[src/hw/rtl/csg_pkg.sv]
`timescale 1ns / 1ps
// ----------------------------------------------------------------------------
// csg_pkg: shared constants and types for the cell star generator
// Hash constants, fixed-point constants, register map, control/status bundles.
// ----------------------------------------------------------------------------
package csg_pkg;

    // FNV-1a and avalanche
    localparam logic [31:0] FNV_BASIS = 32'd2166136261;
    localparam logic [31:0] FNV_PRIME = 32'd16777619;
    localparam logic [31:0] AVAL_MUL  = 32'h7feb352d;
    localparam logic [31:0] SEED_ONE  = 32'h0000_0001;

    // star count
    localparam int MAX_STARS = 16;
    localparam int CNT_W     = $clog2(MAX_STARS + 1);
    localparam int RAW_W     = 5;   // floor(density) + 1 never exceeds 16

    // brightness: lbf * (3*2^24 + 2d) / (5*2^24)
    localparam logic [26:0] BRIGHT_BASE = 27'd50331648;
    // floor(x/5) = (x * 838861) >> 22 for x < 2^20
    localparam logic [19:0] DIV5_MUL    = 20'd838861;
    localparam logic [16:0] BRIGHT_MAX  = 17'd65536;
    localparam logic [8:0]  FADE_FULL   = 9'd256;

    // register map, index = paddr[3:2]
    localparam int ADDR_W = 4;
    localparam logic [1:0] REG_CELL_SIZE   = 2'd0;
    localparam logic [1:0] REG_PIXEL_SCALE = 2'd1;
    localparam logic [1:0] REG_ZOOM_FADE   = 2'd2;

    localparam logic [15:0] CELL_SIZE_RST   = 16'd256;
    localparam logic [11:0] PIXEL_SCALE_RST = 12'd256;
    localparam logic [8:0]  ZOOM_FADE_RST   = 9'd256;

    typedef struct packed {
        logic [15:0] cell_size;
        logic [11:0] pixel_scale;
        logic [8:0]  zoom_fade;
    } t_cfg;

    // controller -> datapath
    typedef struct packed {
        logic load;
        logic hash1;
        logic hash2;
        logic hash3;
        logic hash4;
        logic count;
        logic sx;
        logic sy;
        logic ss;
        logic sb;
        logic st;
        logic emit;
    } t_cmd;

    // datapath -> controller
    typedef struct packed {
        logic fade_zero;
        logic count_zero;
        logic last_star;
        logic out_free;
    } t_status;

    function automatic logic [31:0] xorshift32(input logic [31:0] s);
        logic [31:0] a;
        logic [31:0] b;
        a = s ^ (s << 13);
        b = a ^ (a >> 17);
        return b ^ (b << 5);
    endfunction

endpackage

[src/hw/rtl/csg_ctrl.sv]
`timescale 1ns / 1ps
// ----------------------------------------------------------------------------
// csg_ctrl: sequencer of the cell star generator
// Steps the hash, the count draw and five draws plus emit per star.
// ----------------------------------------------------------------------------
module csg_ctrl (
    input  logic             i_clk,
    input  logic             i_rst_n,
    input  logic             i_in_valid,
    output logic             o_in_ready,
    input  csg_pkg::t_status i_status,
    output csg_pkg::t_cmd    o_cmd
);

    typedef enum logic [11:0] {
        ST_IDLE  = 12'b0000_0000_0001,
        ST_HASH1 = 12'b0000_0000_0010,
        ST_HASH2 = 12'b0000_0000_0100,
        ST_HASH3 = 12'b0000_0000_1000,
        ST_HASH4 = 12'b0000_0001_0000,
        ST_COUNT = 12'b0000_0010_0000,
        ST_SX    = 12'b0000_0100_0000,
        ST_SY    = 12'b0000_1000_0000,
        ST_SS    = 12'b0001_0000_0000,
        ST_SB    = 12'b0010_0000_0000,
        ST_ST    = 12'b0100_0000_0000,
        ST_EMIT  = 12'b1000_0000_0000
    } t_state;

    t_state r_state;
    t_state n_state;
    logic   w_accept;

    assign o_in_ready = (r_state == ST_IDLE);
    assign w_accept   = i_in_valid & o_in_ready;

    always_comb begin
        n_state = r_state;
        case (r_state)
            ST_IDLE: begin
                if (w_accept && !i_status.fade_zero) n_state = ST_HASH1;
            end
            ST_HASH1: n_state = ST_HASH2;
            ST_HASH2: n_state = ST_HASH3;
            ST_HASH3: n_state = ST_HASH4;
            ST_HASH4: n_state = ST_COUNT;
            ST_COUNT: begin
                n_state = i_status.count_zero ? ST_IDLE : ST_SX;
            end
            ST_SX: n_state = ST_SY;
            ST_SY: n_state = ST_SS;
            ST_SS: n_state = ST_SB;
            ST_SB: n_state = ST_ST;
            ST_ST: n_state = ST_EMIT;
            ST_EMIT: begin
                if (i_status.out_free) begin
                    n_state = i_status.last_star ? ST_IDLE : ST_SX;
                end
            end
            default: n_state = ST_IDLE;
        endcase
    end

    always_ff @(posedge i_clk) begin
        if (!i_rst_n) begin
            r_state <= ST_IDLE;
        end else begin
            r_state <= n_state;
        end
    end

    assign o_cmd.load  = w_accept;
    assign o_cmd.hash1 = (r_state == ST_HASH1);
    assign o_cmd.hash2 = (r_state == ST_HASH2);
    assign o_cmd.hash3 = (r_state == ST_HASH3);
    assign o_cmd.hash4 = (r_state == ST_HASH4);
    assign o_cmd.count = (r_state == ST_COUNT);
    assign o_cmd.sx    = (r_state == ST_SX);
    assign o_cmd.sy    = (r_state == ST_SY);
    assign o_cmd.ss    = (r_state == ST_SS);
    assign o_cmd.sb    = (r_state == ST_SB);
    assign o_cmd.st    = (r_state == ST_ST);
    assign o_cmd.emit  = (r_state == ST_EMIT) & i_status.out_free;

`ifndef ASSERT_OFF
    a_emit_waits: assert property (@(posedge i_clk) disable iff (!i_rst_n)
        (r_state == ST_EMIT && !i_status.out_free) |=> r_state == ST_EMIT)
        else $error("star left before output register was free");
`endif

endmodule

[config.mk]
export PLATFORM = sky130hd
export DESIGN_NAME = csg_ctrl
export DESIGN_NICKNAME = d
export VERILOG_FILES = /design/src/hw/rtl/csg_pkg.sv /design/src/hw/rtl/csg_ctrl.sv
export SDC_FILE = /design/constraint.sdc
export NUM_CORES = 1
export LEC_CHECK = 0
export BUFFER_PORTS_ARGS = -buffer_cell sky130_fd_sc_hd__buf_2
export CAP_MARGIN = 0
export CORE_MARGIN = 2
export CORE_UTILIZATION = 51
export DETAILED_ROUTE_END_ITERATION = 6
export PLACE_DENSITY = 0.89
export RECOVER_POWER = 100
export SLEW_MARGIN = 20
export SYNTH_ARGS = -nofsm -noshare
export SYNTH_HDL_FRONTEND = slang
export SYNTH_SLANG_ARGS = --single-unit
[constraint.sdc]
create_clock -name i_clk -period 2.1 [get_ports i_clk]
set_input_delay 0.21 -clock i_clk [delete_from_list [all_inputs] [get_ports i_clk]]
set_output_delay 0.21 -clock i_clk [all_outputs]
set_load 0.02 [all_outputs]
==> run summary <==
status = finished, final reports clean
Die Wd = 44.3 µm
R2R Setup Slk = 0.21 ns
Synth area leader = dfxtp_1
final instance area = 992 µm²
dpl ws = 0.255 ns
chip height = 44.3 µm
die area = 1960 µm²
crit path capture type = output pin
wirelength, routed = 1930 µm
largest net degree at the start of global routing = 10
Hold Violations, Final = 0
clock skew = 0.00343 ns
# setup viols final = 0
synth cell count leaders = 12 x dfxtp_1, 12 x nor2_1, 6 x nor3b_2
vias in the first global route = 719
# Max-Cap Violations = 0
DR vias = 766
Worst-Margin Slew = 0.627 ns
register area = 240 µm²
FF+latch count, synth = 12
Ports = 20
Tcrit/Tclk final = 95.0%
layout net count = 119
Post-DP Area = 935 µm²
final worst-path setup slack = 0.105 ns
first-pass GRT wire length = 3110 µm
Detailed Routing Iterations Pass 1 = 4
H-tree Lvls = 1
Initial DRC Count = 16
Pwr Density = 777 nW/µm²
initial antenna violation count = 0
CTS tree = built
Worst Setup Start Kind = register
hold path cells = 2
Buffers on Ports = 19
total power = 0.771 mW
Critical R2R Capture = r_state[2]
Netlist cell types = 39
Max FO, Critical Path = 8
Synth Cell Area = 827 µm²
syn avg cell area = 9.73 µm²
Top reg by flops = r_state
DR WL/cell = 15.2 µm
max FFs per register = 12
Hold Slack = 0.206 ns
fin. max-slew vios = 0
CTS clk-pin slew, worst paths = 0.07 ns
minimum clock period = 2.00 ns
Hold Path Origin = i_rst_n
GP Congestion = 0.814
worst skew pair latency = 0.28 ns
Critical Path RT = 1.89 ns
Worst R2R Path Depth = 7
grt ovf = 0
Layout area overhead = 20.0%
layout cells sized above 1 = 38.7%
Yosys top cell area share = 29.0%
RR Startpoint = r_state[1]
Worst Hold Class = in2reg
clock sink total = 12
Starting Density = 54.9%
Lkg Pwr = 0.398 nW
CTS root buf = clkbuf_4
Worst EP arrival = 1.79 ns
Hold Path End = r_state[1]
sequential fraction of the synthesis area = 29.0%
routed vias/inst = 6.03
post-route ant nets = 0
# fillers = 119
VDD IR max = 0.000540 V
Max Root-Sink Buffers = 2
core area = 1510 µm²
CP Class = reg2out
Achievable Freq = 0.501 GHz
Syn Inst Count = 85
DRC viols = 0
area of the multi-input gates = 566 µm²
gr usage total = 21.3%
fraction of registers with async set/reset = 0%
TNS Setup = 0 ns
TritonCTS Buffers = 3
hpwl dp = 1480 µm
RSZ-0062 raised after global routing = no
Slew HR = 57.9%
Synth Flop Type = dfxtp_1
# diodes = 0
Post-synth EDFFs = 0
top cells by area, synth = dfxtp_1 29%, nor3b_2 9.1%, nor2_1 5.4%
Row Count = 14
Synthesized Nets = 92
Largest regs = r_state: 12 flops
Synth Warn # = 0
[how the worst max path moves through the flow]
stage | from | to | slack, ns
finish | r_state[1] | o_cmd[0] | 0.10
floorplan | r_state[4] | o_cmd[11] | 0.17
detailed placement | r_state[0] | o_cmd[4] | 0.26
global placement | r_state[0] | o_cmd[4] | 0.29
CTS | r_state[1] | o_cmd[4] | 0.06
global route | r_state[7] | o_cmd[11] | 0.002
[through the flow]
stage,cells,utilization (%)
global placement,119,62.0
finish,127,65.9
floorplan,85,-
global route,127,65.9
detailed placement,119,62.0
CTS,125,65.4
[layout make-up]
class	count	share of cell area, %
flip-flops and latches	12	24.2
multi-input cells	70	57.0
clock buffers	4	3.66
inverters	2	0.757
well taps	16	2.02
repair buffers	23	12.4
[placed cells by master (no fill, tap or decap), types with 2 or more instances in the layout]
cell type  count
nor4_2         2
nor4_4         2
nor3_1         4
nand2b_1       4
inv_1          2
and2_1         2
clkbuf_1       2
o211ai_1       2
and3_1         5
buf_4          3
nor3b_2        5
nor2_1        11
nor3b_1        3
dfxtp_1       12
buf_2         14
clkbuf_2       3
clkbuf_4       4
o21ai_0        2
nor4b_2        2
nand3b_1       3
[worst max-delay path: stages, from the launching register on]
cell      delay (ns)
dfxtp_1         0.41
nor4_4          0.29
clkbuf_4        0.20
buf_4           0.09
buf_4           0.10
nand4_4         0.12
nor2_1          0.12
buf_2           0.17
[power by group]
group          internal, mW  total, mW  switching (mW)
Clock                 0.105      0.186          0.0804
Combinational         0.127      0.310           0.182
Sequential            0.244      0.275          0.0315
Total                 0.476      0.771           0.294
[logic make-up after synthesis]
logic type / count (synthesis) / synth area share (%)
compound gates: 14 / 12.9
xor+xnor: 1 / 1.06
simple gates: 55 / 55.2
flops: 12 / 29.0
buf+inv: 3 / 1.82
[what timing repair did]
item,in CTS,in global routing
hold endpoints to repair,0,0
cloned,0,0
hold buffers,0,0
setup endpoints to repair,4,7
buffers inserted,2,2
gates resized for setup,0,1
pin swaps,2,1
[per-layer routing]
metal / vias to the layer above / track usage (%) / routed length, µm
met5: - / 0 / 0
met4: 0 / 9.70 / 17
met3: 2 / 4.49 / 90
met2: 31 / 32.6 / 948
met1: 361 / 28.6 / 869
li1: 372 / - / -
(Power assumes the default switching activity.)
