<file path="src/hw/rtl/csg_pkg.sv">
`timescale 1ns / 1ps
// ----------------------------------------------------------------------------
// csg_pkg: shared constants and types for the cell star generator
// Hash constants, fixed-point constants, register map, control/status bundles.
// ----------------------------------------------------------------------------
package csg_pkg;

    // FNV-1a and avalanche
    localparam logic [31:0] FNV_BASIS = 32'd2166136261;
    localparam logic [31:0] FNV_PRIME = 32'd16777619;
    localparam logic [31:0] AVAL_MUL  = 32'h7feb352d;
    localparam logic [31:0] SEED_ONE  = 32'h0000_0001;

    // star count
    localparam int MAX_STARS = 16;
    localparam int CNT_W     = $clog2(MAX_STARS + 1);
    localparam int RAW_W     = 5;   // floor(density) + 1 never exceeds 16

    // brightness: lbf * (3*2^24 + 2d) / (5*2^24)
    localparam logic [26:0] BRIGHT_BASE = 27'd50331648;
    // floor(x/5) = (x * 838861) >> 22 for x < 2^20
    localparam logic [19:0] DIV5_MUL    = 20'd838861;
    localparam logic [16:0] BRIGHT_MAX  = 17'd65536;
    localparam logic [8:0]  FADE_FULL   = 9'd256;

    // register map, index = paddr[3:2]
    localparam int ADDR_W = 4;
    localparam logic [1:0] REG_CELL_SIZE   = 2'd0;
    localparam logic [1:0] REG_PIXEL_SCALE = 2'd1;
    localparam logic [1:0] REG_ZOOM_FADE   = 2'd2;

    localparam logic [15:0] CELL_SIZE_RST   = 16'd256;
    localparam logic [11:0] PIXEL_SCALE_RST = 12'd256;
    localparam logic [8:0]  ZOOM_FADE_RST   = 9'd256;

    typedef struct packed {
        logic [15:0] cell_size;
        logic [11:0] pixel_scale;
        logic [8:0]  zoom_fade;
    } t_cfg;

    // controller -> datapath
    typedef struct packed {
        logic load;
        logic hash1;
        logic hash2;
        logic hash3;
        logic hash4;
        logic count;
        logic sx;
        logic sy;
        logic ss;
        logic sb;
        logic st;
        logic emit;
    } t_cmd;

    // datapath -> controller
    typedef struct packed {
        logic fade_zero;
        logic count_zero;
        logic last_star;
        logic out_free;
    } t_status;

    function automatic logic [31:0] xorshift32(input logic [31:0] s);
        logic [31:0] a;
        logic [31:0] b;
        a = s ^ (s << 13);
        b = a ^ (a >> 17);
        return b ^ (b << 5);
    endfunction

endpackage

</file>
<file path="src/hw/rtl/csg_regs.sv">
`timescale 1ns / 1ps
// ----------------------------------------------------------------------------
// csg_regs: configuration registers
// APB-style write/read of cell_size, pixel_scale and zoom_fade.
// ----------------------------------------------------------------------------
module csg_regs (
    input  logic                       i_clk,
    input  logic                       i_rst_n,
    input  logic                       psel,
    input  logic                       penable,
    input  logic                       pwrite,
    input  logic [csg_pkg::ADDR_W-1:0] paddr,
    input  logic [31:0]                pwdata,
    output logic [31:0]                prdata,
    output logic                       pready,
    output csg_pkg::t_cfg              o_cfg
);

    csg_pkg::t_cfg r_cfg;
    logic          w_wr;

    assign pready = 1'b1;
    assign w_wr   = psel & penable & pwrite;

    always_ff @(posedge i_clk) begin
        if (!i_rst_n) begin
            r_cfg.cell_size   <= csg_pkg::CELL_SIZE_RST;
            r_cfg.pixel_scale <= csg_pkg::PIXEL_SCALE_RST;
            r_cfg.zoom_fade   <= csg_pkg::ZOOM_FADE_RST;
        end else if (w_wr) begin
            case (paddr[3:2])
                csg_pkg::REG_CELL_SIZE:   r_cfg.cell_size   <= pwdata[15:0];
                csg_pkg::REG_PIXEL_SCALE: r_cfg.pixel_scale <= pwdata[11:0];
                csg_pkg::REG_ZOOM_FADE:   r_cfg.zoom_fade   <= pwdata[8:0];
                default: ;
            endcase
        end
    end

    always_comb begin
        case (paddr[3:2])
            csg_pkg::REG_CELL_SIZE:   prdata = {16'd0, r_cfg.cell_size};
            csg_pkg::REG_PIXEL_SCALE: prdata = {20'd0, r_cfg.pixel_scale};
            csg_pkg::REG_ZOOM_FADE:   prdata = {23'd0, r_cfg.zoom_fade};
            default:                  prdata = 32'd0;
        endcase
    end

    assign o_cfg = r_cfg;

endmodule

</file>
<file path="config.mk">
export PLATFORM = sky130hd
export DESIGN_NAME = csg_regs
export DESIGN_NICKNAME = d
export VERILOG_FILES = /design/src/hw/rtl/csg_pkg.sv /design/src/hw/rtl/csg_regs.sv
export SDC_FILE = /design/constraint.sdc
export NUM_CORES = 1
export LEC_CHECK = 0
export BUFFER_PORTS_ARGS = -buffer_cell sky130_fd_sc_hd__buf_2
export CORE_UTILIZATION = 46
export DETAILED_ROUTE_END_ITERATION = 8
export PLACE_DENSITY = 0.92
export SETUP_SLACK_MARGIN = 0.1
export SYNTH_ARGS = -nofsm -noshare
export SYNTH_HDL_FRONTEND = slang
export SYNTH_SLANG_ARGS = --single-unit
</file>
<file path="constraint.sdc">
create_clock -name i_clk -period 3.1 [get_ports i_clk]
set_input_delay 0.465 -clock i_clk [delete_from_list [all_inputs] [get_ports i_clk]]
set_output_delay 0.465 -clock i_clk [all_outputs]
set_load 0.02 [all_outputs]
</file>
==> results of run 1 <==
==> layout by cell type, fill, tap and decap left out <==
cell and instances:
buf_2 75, nand2_1 58, mux2i_1 49, dfxtp_1 37, conb_1 17, o21ai_0 9, nor2b_1 5, clkbuf_8 5
nor2_1 4, and2_1 4, buf_4 3, nor3b_2 2, clkinv_2 2, nand3_1 1, or3_4 1, clkbuf_1 1
==> power groups by stage <==
stage                     sequential (mW)  combinational, mW  clock [mW]
after global placement              0.496              0.103           0
after floorplan                     0.504             0.0845           0
after global routing                0.486              0.114       0.362
final                               0.486              0.104       0.321
after detailed placement            0.497              0.104           0
after CTS                           0.486              0.104       0.332
==> logic make-up after synthesis <==
logic type      after synthesis
mux                          49
simple gates                 75
buf+inv                      32
flops                        37
other cells                   2
compound gates                9
==> metrics by stage <==
step / cell area (sq um) / power, mW / cells / utilization [%]
global placement: 2130 / 0.599 / 313 / 56.9
finish: 2210 / 0.910 / 321 / 59.1
CTS: 2210 / 0.922 / 321 / 59.1
floorplan: 1890 / 0.588 / 219 / -
global route: 2210 / 0.962 / 321 / 59.1
detailed placement: 2130 / 0.600 / 313 / 56.9
==> path summary, 6_finish.rpt <==
kind              startpoint        end  slack [ns]  cells after the start
setup / recovery    paddr[2]  prdata[5]        1.05                      6
hold / removal    pwdata[14]  o_cfg[35]        0.41                      3
setup reg to reg   o_cfg[21]  o_cfg[21]        2.42                      2
hold reg to reg    o_cfg[19]  o_cfg[19]        0.47                      2
==> layout make-up <==
cell class                 instances  area [sq um]  share of cell area [%]
clock inverter                     2          10.0                   0.453
multi-input combinational        150           930                    42.0
clock buffer                       6          72.6                    3.28
timing repair buffer              78           398                    18.0
tap                               48          60.1                    2.72
sequential                        37           741                    33.5
==> metal layers <==
metal | vias to the layer above | track usage (%) | share of wire, %
met1 | 695 | 24.2 | 45
li1 | 758 | - | -
met3 | 7 | 6.25 | 6.8
met4 | 0 | 5.71 | 0.92
met2 | 58 | 35.7 | 48
met5 | - | 0 | 0
==> worst reg2reg max path: cells and delay by family (launching register included) <==
kind / cells / cell delay [ns]
flip-flops: 1 / 0.36
multiplexers: 1 / 0.18
AND/OR/NAND/NOR: 1 / 0.06
==> results.yml, run 1 <==
drt:
  final_antenna_net_count: 0
  routed_wl_um: 4150
  avgViaCountPerCell: 4.73
  drc: 0
  dr.pass1.iters: 4
  dr.first_iter.drc_count: 74
  avgRoutedWirePerCell_um: 12.9
  vias: 1518
synth:
  seq_area_frac_synth_pct: 40.4
  synth_top_family_by_area: "multiplexers"
  synth_xor_area_share_pct: 0
  synth_top_area_share_pct: 40.4
  synth_area_sq_mm: 0.00184
  yosys.area.top_type: "dfxtp_1"
  ys.flop_type: "dfxtp_1"
  synth.most_common_cell: "nand2_1"
  synthTopCellsByArea: "dfxtp_1 40%, mux2i_1 27%, nand2_1 12%"
  synth_commonest_cells: "58 x nand2_1, 49 x mux2i_1, 37 x dfxtp_1"
  synthMuxAreaShare_pct: 26.7
  yosysWarnings: 0
  synth_cells: 204
  synth-compound-area-share_pct: 2.45
  syn_area_per_cell_sq_um: 9.00
  synth_fa_ha_area_share_pct: 0
  synth-simple-area-share_pct: 17.7
  synth-edff-count: 0
  yosysUniqueCellTypes: 17
  ys_ff_latch: 37
  synthArstFlopShare_pct: 0
sta:
  finClkSkew_ns: 0
  max_freq_mhz: 487
  slew_headroom_pct: 42.0
  timing.setup.tns_ns: 0
  whs_ns: 0.414
  setup_viol: 0
  rsz0062_at_grt: "false"
  period_share_pct: 66.2
  tightestPinTransition_ns: 0.870
  maxSlewViolCount: 0
  hold_violations: 0
  period_needed_ns: 2.05
  setup_ws_ns: 1.05
floorplan:
  dieArea_sq_mm: 0.00425
  chipWidth_um: 65.2
  io_pins: 111
  start_util_pct: 49.0
  coreArea_sq_mm: 0.00374
  core.rowCount: 22
  die_h_um: 65.2
place:
  io_buffers: 75
  dp_slack_ns: 1.01
  place_congestion: 0.767
  dp_hpwl_um: 2810
clock_network:
  cts_resized: 0
  cts_tree: "done"
  clkLatencyLatePin_ns: 0.28
  numCtsBuffers: 5
  clkSlewWorstSetupHoldPaths_ns: 0.07
  clockBufferDepth: 2
  hold_buffers: 0
  h-tree-depth: 2
  root_buffer: "clkbuf_8"
  post-cts-setup-buffers: 0
  cts_sinks: 37
worst_setup_path:
  crit_buf_inv: 3
  cp-end-kind: "output port"
  slowest_delay_ns: 0.33
  start_kind: "input port"
  critPathKind: "input port to output port"
  crit_arrival_ns: 1.59
  critPathTopFamily: "buffers and inverters"
  worstPathRequired_ns: 2.63
  crit_top_cell: "buf_2"
  cp_max_fo: 17
  cpMaxStageDelayCell: "buf_2"
  worstPathCellList: "buf_2, nor2b_1, buf_4, nand2_1, o21ai_0, buf_2"
grt:
  overflow: 0
  grt_pass1_vias: 1443
  grt_usage_pct: 20.6
  grt_pass1_wl_um: 6610
  grt_max_degree: 54
  antenna_found_initial: 0
layout:
  num-nets-final: 313
  fill_cells: 352
  diodes: 0
  largest_reg_flops: 37
  drive_above_1_share_pct: 32.2
  area_growth_pct: 20.4
worst_hold_path:
  hold_class: "input port to flop"
power_and_ir_drop:
  p_per_area_mw_per_mm2: 412
  p_int_uw: 669
  p_switching_uw: 241
  p_leak_nw: 1.16
  clkPwrFrac_pct: 35.2
  combPwrFrac_pct: 11.4
  sequentialPowerShare_pct: 53.3
  swShare_pct: 26.5
  ir_worst_vdd_v: 0.000252
run_status:
  status: "finished, final reports clean"
flow_run:
  cap_violations: 0
Note: power is estimated with default switching activity, not from simulation.
==> inputs of run 2 (changes only) <==
--- a/config.mk
+++ b/config.mk
@@ -5,10 +5,11 @@
 export SDC_FILE = /design/constraint.sdc
 export NUM_CORES = 1
 export LEC_CHECK = 0
+export ABC_AREA = 1
 export BUFFER_PORTS_ARGS = -buffer_cell sky130_fd_sc_hd__buf_2
-export CORE_UTILIZATION = 46
+export CORE_UTILIZATION = 40
 export DETAILED_ROUTE_END_ITERATION = 8
-export PLACE_DENSITY = 0.92
+export PLACE_DENSITY = 0.83
 export SETUP_SLACK_MARGIN = 0.1
 export SYNTH_ARGS = -nofsm -noshare
 export SYNTH_HDL_FRONTEND = slang
==> constraint.sdc (replaced) <==
create_clock -name i_clk -period 1.7 [get_ports i_clk]
set_input_delay 0.255 -clock i_clk [delete_from_list [all_inputs] [get_ports i_clk]]
set_output_delay 0.255 -clock i_clk [all_outputs]
set_load 0.02 [all_outputs]
==> results.yml, run 2 <==
floorplan:
  core.rowCount: 25
  coreArea_sq_mm: 0.00472
  chipWidth_um: 72.2
  die_h_um: 72.2
  start_util_pct: 41.8
  dieArea_sq_mm: 0.00522
  io_pins: 111
worst_setup_path:
  worstPathRequired_ns: 1.44
  cpMaxStageDelayCell: "buf_4"
  regToRegEndpoint: "o_cfg[17]"
  path_depth: 7
  slowest_delay_ns: 0.21
  critPathKind: "input port to output port"
  crit_top_cell: "buf_2"
  critPathTopFamily: "buffers and inverters"
  start_kind: "input port"
  r2r_cells: 2
  worstPathCellList: "buf_2, inv_2, nor2_4, buf_4, nand2_1, nand3_1, buf_2"
  cp-startpoint: "paddr[2]"
  endpoint: "prdata[8]"
  crit_buf_inv: 4
  crit_arrival_ns: 1.11
  cp_max_fo: 13
  cp-end-kind: "output port"
  reg2reg_slack_ns: 1.03
  reg2reg_from: "o_cfg[17]"
layout:
  fin_area_sq_mm: 0.00240
  stdcell_count: 433
  largest_reg_flops: 37
  fin_util_pct: 50.9
  layout_commonest_cell: "buf_2"
  drive_above_1_share_pct: 27.9
  layout_common_cells: "75 x buf_2, 72 x nor2_1, 67 x nand2_1"
  area_growth_pct: 21.7
  num-nets-final: 406
  diodes: 0
place:
  dp_hpwl_um: 3180
  place_congestion: 0.730
  dp_slack_ns: 0.337
  place_inst: 425
  io_buffers: 75
  dpl_cell_area_sq_mm: 0.00232
run_status:
  status: "finished, final reports clean"
power_and_ir_drop:
  ir_worst_vdd_v: 0.000453
  p_per_area_mw_per_mm2: 737
  totalPowerFinal_mw: 1.77
  p_leak_nw: 1.27
clock_network:
  clkLatencyLatePin_ns: 0.28
  h-tree-depth: 2
  root_buffer: "clkbuf_8"
  clockBufferDepth: 2
  cts_resized: 0
  hold_buffers: 0
  numCtsBuffers: 5
  post-cts-setup-buffers: 0
  cts_tree: "done"
  clkSlewWorstSetupHoldPaths_ns: 0.07
  cts_sinks: 37
synth:
  synth-edff-count: 0
  synth_top_area_share_pct: 37.5
  ys.flop_type: "dfxtp_1"
  seq_area_frac_synth_pct: 37.5
  synthArstFlopShare_pct: 0
  syn_area_per_cell_sq_um: 6.76
  ys_ff_latch: 37
  synth_commonest_cells: "72 x nor2_1, 67 x nand2_1, 45 x nand3_1"
  synth.most_common_cell: "nor2_1"
  synthTopCellsByArea: "dfxtp_1 38%, nor2_1 14%, nand2_1 13%"
  synth_area_sq_mm: 0.00197
  yosysWarnings: 0
  yosys.area.top_type: "dfxtp_1"
  yosysUniqueCellTypes: 21
  synth_cells: 292
sta:
  period_needed_ns: 1.36
  setup_viol: 0
  max_freq_mhz: 734
  finClkSkew_ns: 0
  whs_ns: 0.219
  slew_headroom_pct: 56.0
  tightestPinTransition_ns: 0.659
  maxSlewViolCount: 0
  period_share_pct: 80.1
  hold_violations: 0
  setup_ws_ns: 0.338
  rsz0062_at_grt: "false"
  timing.setup.tns_ns: 0
grt:
  grt_max_degree: 38
  overflow: 0
  grt_usage_pct: 17.8
  grt_pass1_vias: 1614
  antenna_found_initial: 0
  grt_pass1_wl_um: 7210
drt:
  avgRoutedWirePerCell_um: 10.5
  vias: 1947
  dr.first_iter.drc_count: 63
  avgViaCountPerCell: 4.50
  drc: 0
  final_antenna_net_count: 0
  dr.pass1.iters: 4
  routed_wl_um: 4540
flow_run:
  cap_violations: 0
worst_hold_path:
  hold_class: "input port to flop"
==> run 2: cell count changes after synthesis, moves of 3 or more <==
cell	before	now
and2_1	4	0
buf_6	3	6
clkbuf_1	8	0
inv_1	0	20
mux2i_1	49	0
nand2_1	58	67
nand3_1	1	45
nor2_1	4	72
nor2_2	0	3
nor2_4	0	3
nor2b_1	5	0
o21ai_0	9	3
==> run 2: cells by family after synthesis <==
family	after synthesis	synth area share (%)
other cells	2	0.381
buf+inv	53	16.8
flops	37	37.5
simple gates	194	43.1
compound gates	6	2.16
==> run 2: worst min-delay path by stage <==
stage | startpoint | endpoint | cells after the start
after CTS | pwdata[8] | o_cfg[29] | 3
final | pwdata[8] | o_cfg[29] | 3
after detailed placement | o_cfg[18] | o_cfg[18] | 2
after global routing | pwdata[8] | o_cfg[8] | 3
after floorplan | pwdata[8] | o_cfg[17] | 2
after global placement | o_cfg[18] | o_cfg[18] | 2
==> run 2: worst reg2reg max path, cell delays in order (launching register included) <==
cell,delay (ns)
dfxtp_1,0.34
o21ai_0,0.09
nand3_1,0.10
==> run 2: routing by layer <==
metal  global-route usage, %  wire (um)  vias to the layer above
met5                       0          0                        -
met4                    5.23         46                        0
met3                    4.17        242                        5
met2                    32.1       2250                       69
met1                    20.9       1990                      862
li1                        -          -                     1011
==> run 2: layout make-up <==
class / count / area (sq um)
clock buffer: 6 / 72.6
inverter: 22 / 85.1
clock inverter: 2 / 10.0
sequential: 37 / 741
timing repair buffer: 82 / 453
multi-input combinational: 217 / 957
tap: 67 / 83.8
fill: 485 / 2320
==> run 2: power by group <==
| part | switching [mW] | leakage [nW] | internal [mW] |
|---|---|---|---|
| Sequential | 0.0138 | 0.300 | 0.886 |
| Clock | 0.301 | 0.0450 | 0.284 |
| Combinational | 0.197 | 0.924 | 0.0890 |
